==> config.mk <==
export PLATFORM = sky130hd
export DESIGN_NAME = chs_ctrl
export DESIGN_NICKNAME = d
export VERILOG_FILES = /design/src/rtl/chs_pkg.sv /design/src/rtl/chs_ctrl.sv
export SDC_FILE = /design/constraint.sdc
export NUM_CORES = 1
export LEC_CHECK = 0
export BUFFER_PORTS_ARGS = -buffer_cell sky130_fd_sc_hd__clkbuf_2
export CAP_MARGIN = 15
export CORE_AREA = 2 2 39 41
export CTS_BUF_LIST = sky130_fd_sc_hd__clkbuf_8
export DETAILED_ROUTE_END_ITERATION = 6
export DIE_AREA = 0 0 41 43
export SKIP_LAST_GASP = 1
export SYNTH_ARGS = -nofsm -noshare
export SYNTH_HDL_FRONTEND = slang
export SYNTH_SLANG_ARGS = --single-unit
==> constraint.sdc <==
create_clock -name clk -period 3.27 [get_ports clk]
set_input_delay 0.327 -clock clk [delete_from_list [all_inputs] [get_ports clk]]
set_output_delay 0.327 -clock clk [all_outputs]
set_load 0.03 [all_outputs]
==> src/rtl/chs_pkg.sv <==
// shared constants, types and codes of the chained hash set
package chs_pkg;

  localparam int MAX_BUCKETS = 64;
  localparam int POOL_NODES  = 1024;

  localparam int KEY_W   = 31;
  localparam int CFG_W   = 7;
  localparam int BKT_W   = $clog2(MAX_BUCKETS);
  localparam int MOD_W   = BKT_W + 1;
  localparam int NODE_W  = $clog2(POOL_NODES);
  localparam int CNT_W   = $clog2(POOL_NODES + 1);
  localparam int HT_W    = 2 * BKT_W;
  localparam int STEP_W  = $clog2(KEY_W + 1);
  localparam int NWORD_W = KEY_W + NODE_W + 1;

  localparam logic [CFG_W-1:0] CFG_RESET = CFG_W'(64);

  localparam logic FUNC_INSERT = 1'b0;
  localparam logic FUNC_SEARCH = 1'b1;

  typedef enum logic [3:0] {
    ST_IDLE,
    ST_MODK,
    ST_TLOAD,
    ST_MODT,
    ST_LOOK,
    ST_HEAD,
    ST_WALK,
    ST_FIN
  } state_t;

  typedef struct packed {
    logic take;
    logic shift;
    logic load_t;
    logic head_rd;
    logic node_rd_head;
    logic node_rd_link;
    logic do_insert;
    logic set_found;
    logic set_full;
    logic res_load;
  } cmd_t;

  typedef struct packed {
    logic last_step;
    logic is_search;
    logic pool_full;
    logic bkt_nonempty;
    logic key_match;
    logic link_valid;
    logic out_free;
  } sts_t;

endpackage

==> src/rtl/chs_ctrl.sv <==
// controller state machine of the chained hash set
module chs_ctrl (
  input  logic          clk,
  input  logic          rst_n,
  input  logic          in_valid,
  output logic          in_stall,
  input  chs_pkg::sts_t sts,
  output chs_pkg::cmd_t cmd
);

  chs_pkg::state_t state_r, state_nxt;

  always_ff @(posedge clk) begin
    if (!rst_n) begin
      state_r <= chs_pkg::ST_IDLE;
    end else begin
      state_r <= state_nxt;
    end
  end

  always_comb begin
    state_nxt = state_r;
    cmd       = '0;
    in_stall  = 1'b1;
    unique case (state_r)
      chs_pkg::ST_IDLE: begin
        in_stall = 1'b0;
        if (in_valid) begin
          cmd.take  = 1'b1;
          state_nxt = chs_pkg::ST_MODK;
        end
      end
      chs_pkg::ST_MODK: begin
        cmd.shift = 1'b1;
        if (sts.last_step) begin
          state_nxt = chs_pkg::ST_TLOAD;
        end
      end
      chs_pkg::ST_TLOAD: begin
        cmd.load_t = 1'b1;
        state_nxt  = chs_pkg::ST_MODT;
      end
      chs_pkg::ST_MODT: begin
        cmd.shift = 1'b1;
        if (sts.last_step) begin
          state_nxt = chs_pkg::ST_LOOK;
        end
      end
      chs_pkg::ST_LOOK: begin
        if (!sts.is_search && sts.pool_full) begin
          cmd.set_full = 1'b1;
          state_nxt    = chs_pkg::ST_FIN;
        end else if (sts.is_search && !sts.bkt_nonempty) begin
          state_nxt = chs_pkg::ST_FIN;
        end else begin
          cmd.head_rd = 1'b1;
          state_nxt   = chs_pkg::ST_HEAD;
        end
      end
      chs_pkg::ST_HEAD: begin
        if (sts.is_search) begin
          cmd.node_rd_head = 1'b1;
          state_nxt        = chs_pkg::ST_WALK;
        end else begin
          cmd.do_insert = 1'b1;
          state_nxt     = chs_pkg::ST_FIN;
        end
      end
      chs_pkg::ST_WALK: begin
        priority if (sts.key_match) begin
          cmd.set_found = 1'b1;
          state_nxt     = chs_pkg::ST_FIN;
        end else if (!sts.link_valid) begin
          state_nxt = chs_pkg::ST_FIN;
        end else begin
          cmd.node_rd_link = 1'b1;
        end
      end
      chs_pkg::ST_FIN: begin
        if (sts.out_free) begin
          cmd.res_load = 1'b1;
          state_nxt    = chs_pkg::ST_IDLE;
        end
      end
      default: state_nxt = chs_pkg::ST_IDLE;
    endcase
  end

endmodule

======== After elaboration in Yosys (flattened, before gate mapping) ========
Cells that the tools add are included.
operators by class
  equal/unequal tests ..................... 12
  reductions and logical operators ........ 7
  mux-type cells .......................... 31
operators with widths
  operator                                                          count
  4-bit one-hot mux with 8 select lines                             1
  4-bit 2-to-1 mux                                                  7
  1-bit 2-to-1 mux                                                  22
  4-bit by 3-bit == test with 1-bit output (second input constant)  4
  4-bit by 2-bit == test with 1-bit output (second input constant)  2
  2-bit inequality test (second input constant)                     4
  5-bit AND reduction                                               1
  4-bit by 1-bit == test with 1-bit output (second input constant)  1
  4-bit logical NOT                                                 1
  3-bit inequality test (second input constant)                     1
  1-bit logical AND                                                 2
  1-bit logical NOT                                                 2
  2-bit 2-to-1 mux                                                  1
  2-bit OR reduction                                                1
storage, ports and cells
  register bits ........................... 4
  output and inout port bits .............. 11
  input bits .............................. 10

======== Longest topological paths before layout ========
  word-level depth ........................ 5
  depth in mapped cells ................... 4
  depth with buffers taken out ............ 3

======== Worst setup path after synthesis ========
OpenSTA, ideal clock, no wires.
  path type ............................... register to output
  start point ............................. register state_r[2]
  end point ............................... output cmd[4] in the netlist's numbering
  arrival ................................. 1,631 ps
  data required time ...................... 2,943 ps
  cell stages (with the launch flop) ...... 4
  slack ................................... 1,312 ps
  cell sequence ........................... dfxtp_1 -> buf_2 -> nand2_1 -> nor4b_1
RTL lines
  what                    RTL line        source
  start, declared         chs_ctrl.sv:11  chs_pkg::state_t state_r, state_nxt;
  start signal, assigned  chs_ctrl.sv:15  state_r <= chs_pkg::ST_IDLE;
  start signal, assigned  chs_ctrl.sv:17  state_r <= state_nxt;
  end, declared           chs_ctrl.sv:8   output chs_pkg::cmd_t cmd

==> qor.log <==
INFO  cts            clkLatencyLatePin=220ps
INFO  global_routing grt_antenna_before_repair=0
INFO  die            io-pin-count=21
INFO  timing         fin_setup_tns=0ps
INFO  yosys          synthCells=41
INFO  timing         report.final.hold_viol_count=0
INFO  yosys          postSynthAreaPerCell=7.26squm
INFO  drt            highest_layer=met3
INFO  layout         layout.area.seq=60.1squm
INFO  timing         setup-violations-final=0
INFO  yosys          ys_ff_latch=3
INFO  timing         clk_skew=3.67ps
INFO  drt            drtPass1Iterations=4
INFO  yosys          netlist.top_cell.by_area=dfxtp_1
INFO  power          power_switching=56.2uW
INFO  layout         most_flop_heavy_register=state_r
INFO  cts            cts_resized=0
INFO  drt            routed-via-count=356
INFO  critical_path  timing.critical_path.fanout_max=11
INFO  die            initial_core_util=21.5%
INFO  power          finalPower=193uW
INFO  die            rows=14
INFO  cts            clk_pin_slew_worst_paths=30ps
INFO  yosys          yosysUniqueCellTypes=25
INFO  power          share_of_power_burned_in_registers=24.6%
INFO  power          cell_internal_pwr=137uW
INFO  die            die-width=41microns
INFO  power          max-vdd-ir-drop=0.215mV
INFO  die            core_area=0.00138sqmm
INFO  power          sw_frac_of_total=29.1%
INFO  drt            post_drt_wl_per_cell=9.73microns
INFO  drt            drt_drc_violations_left=0
INFO  layout         stdcell_count=78
INFO  layout         antennaDiodeCount=0
INFO  layout         largest_register_ff_count=3
INFO  layout         layout-area-overhead-vs-synth=48.7%
INFO  cts            cts_made_buffers=3
INFO  global_routing grt_overflow_total=0
INFO  cts            htreeDepth=1
INFO  drt            route.layer.met1.wl=328microns
INFO  critical_path  criticalPathCategory=reg2out
INFO  timing         finalCritPeriodShare=54.3%
INFO  die            die_height=43microns
INFO  die            floorplan.die_area=0.00176sqmm
INFO  cts            cts_buffer_depth=2
INFO  global_routing grt_max_degree=17
INFO  placed_design  place.gp.congestion=0.802
INFO  yosys          synth_edf_count=0
INFO  drt            antenna_left=0
INFO  power          p_leak=0.204nW
INFO  yosys          synth_sequential_area_ratio=20.2%
INFO  yosys          ys_top_cells_by_area=dfxtp_1 (20%), nand2b_1 (6.3%), nor3_1 (5.0%)
INFO  cts            tritoncts=done
INFO  critical_path  crit_path_start_kind=flop
INFO  job            drv.max_cap_violation_count=0
INFO  timing         timing_limited_maximum_frequency=0.563GHz
INFO  critical_path  critical_path_arrival=1450ps
INFO  drt            met2_layer_wire_length_in_the_routed_design=348microns
INFO  yosys          synth_warnings=0
INFO  layout         multiInputGateArea=206squm
INFO  timing         worst_tran_pin_value=445ps
INFO  cts            clock-sinks=3
INFO  power          power-per-cell-area=435mW/mm^2
INFO  drt            vias_per_cell=4.56
INFO  layout         filler_cell_count=165
INFO  global_routing globalRouteTotalUtil=9.32%
INFO  layout         drive_above_1_share=38.7%
INFO  cts            postCtsHoldBufs=0
INFO  global_routing wire_length_of_the_first_global_routing_pass=1120microns
INFO  timing         report.final.slew_viol_count=0
INFO  placed_design  io_buffers=20
INFO  yosys          synth_top_cell_area_share=20.2%
INFO  global_routing grt_pass1_vias=281
INFO  drt            detail_route.iter0.violations=5
INFO  yosys          async_reset_ff_share=0%
INFO  timing         rsz0062_at_grt=false
INFO  power          pwr-share-comb=21.5%
INFO  drt            finalWirelength=759microns
INFO  critical_path  end_kind=output pin
INFO  status         status=finished, final reports clean
INFO  yosys          synth_top_flop_cell=dfxtp_1
INFO  critical_path  critical_path_required=2940ps
INFO  yosys          synth_common_cells=nand2_1 (4), nor2_1 (4)
INFO  worst_hold_path type_of_the_worst_min_delay_path=in2reg
INFO  layout         layout.nets=73
INFO  timing         worst_slew_margin_rel=70.3%
INFO  timing         finalWorstPathRequiredPeriod=1780ps
INFO  yosys          synthesis.area=298squm
INFO  power          p_clk_share=53.9%
INFO  cts            buffers_inserted_during_post_cts_setup_optimization=0
INFO  drt            detailroute.wirelength.met3=82microns
INFO  yosys          synthesis.nets=51
INFO  cts            cts-root-buf=clkbuf_8
INFO  layout         largest_registers=state_r x3
INFO  placed_design  dp.cells=74
[critical path, cell delays in order (launching register included)]
cell	delay, ps
dfxtp_1	510
nand2b_1	190
nor4bb_1	290
clkbuf_2	250
[logic make-up after synthesis]
| group | share of synthesized area (%) |
|---|---|
| AOI/OAI and AO/OA | 18.1 |
| buffers and inverters | 10.5 |
| DFF | 20.2 |
| and+or+nand+nor | 51.3 |
[path summary, 6_finish.rpt]
| check | from | endpoint | slack [ps] | cells after the start |
|---|---|---|---|---|
| setup / recovery | state_r[2]$_SDFFE_PN0P_ | cmd[6] | 1490 | 3 |
| hold / removal | rst_n | state_r[1]$_SDFFE_PN0P_ | 370 | 3 |
| setup reg to reg | state_r[2]$_SDFFE_PN0P_ | state_r[1]$_SDFFE_PN0P_ | 2000 | 3 |
| hold reg to reg | state_r[1]$_SDFFE_PN0P_ | state_r[1]$_SDFFE_PN0P_ | 600 | 2 |
[final cells by class]
type | count | share of cell area [%]
Multi-Input combinational cell | 32 | 46.6
Tap cell | 16 | 4.52
Sequential cell | 3 | 13.6
Clock buffer | 3 | 9.32
Timing Repair Buffer | 20 | 22.6
Inverter | 3 | 2.54
Clock inverter | 1 | 0.847
[routing by layer]
layer / GRT usage [%] / vias to the layer above
met5: 0 / -
met4: 4.00 / 0
met3: 4.71 / 0
met2: 11.9 / 16
met1: 12.8 / 151
li1: - / 189
[through the flow]
step | hold WS, ps | instance area [sq um] | setup slack, ps | utilization [%]
after floorplan | 455 | 298 | 1310 | -
after global placement | 585 | 398 | 1740 | 28.8
after detailed placement | 591 | 398 | 1690 | 28.8
after CTS | 364 | 443 | 1450 | 32.0
after global routing | 385 | 443 | 1360 | 32.0
final | 368 | 443 | 1490 | 32.0
[placed cells by master, fill, tap and decap left out, drive strengths merged, types with 2 or more instances in the layout]
cell    instances
nor2            4
nor3b           2
nor2b           2
inv             4
nor3            3
nand2           4
nand2b          3
clkbuf         23
dfxtp           3
[power groups by stage]
stage / Clock, mW / Sequential (mW) / Combinational, mW
3_3_place_gp: 0 / 0.0476 / 0.0419
3_5_place_dp: 0 / 0.0479 / 0.0417
4_1_cts: 0.109 / 0.0474 / 0.0419
6_report: 0.104 / 0.0474 / 0.0414
2_1_floorplan: 0 / 0.0419 / 0.0350
5_1_grt: 0.115 / 0.0486 / 0.0463
No activity file was read; power rests on OpenSTA's default activity.
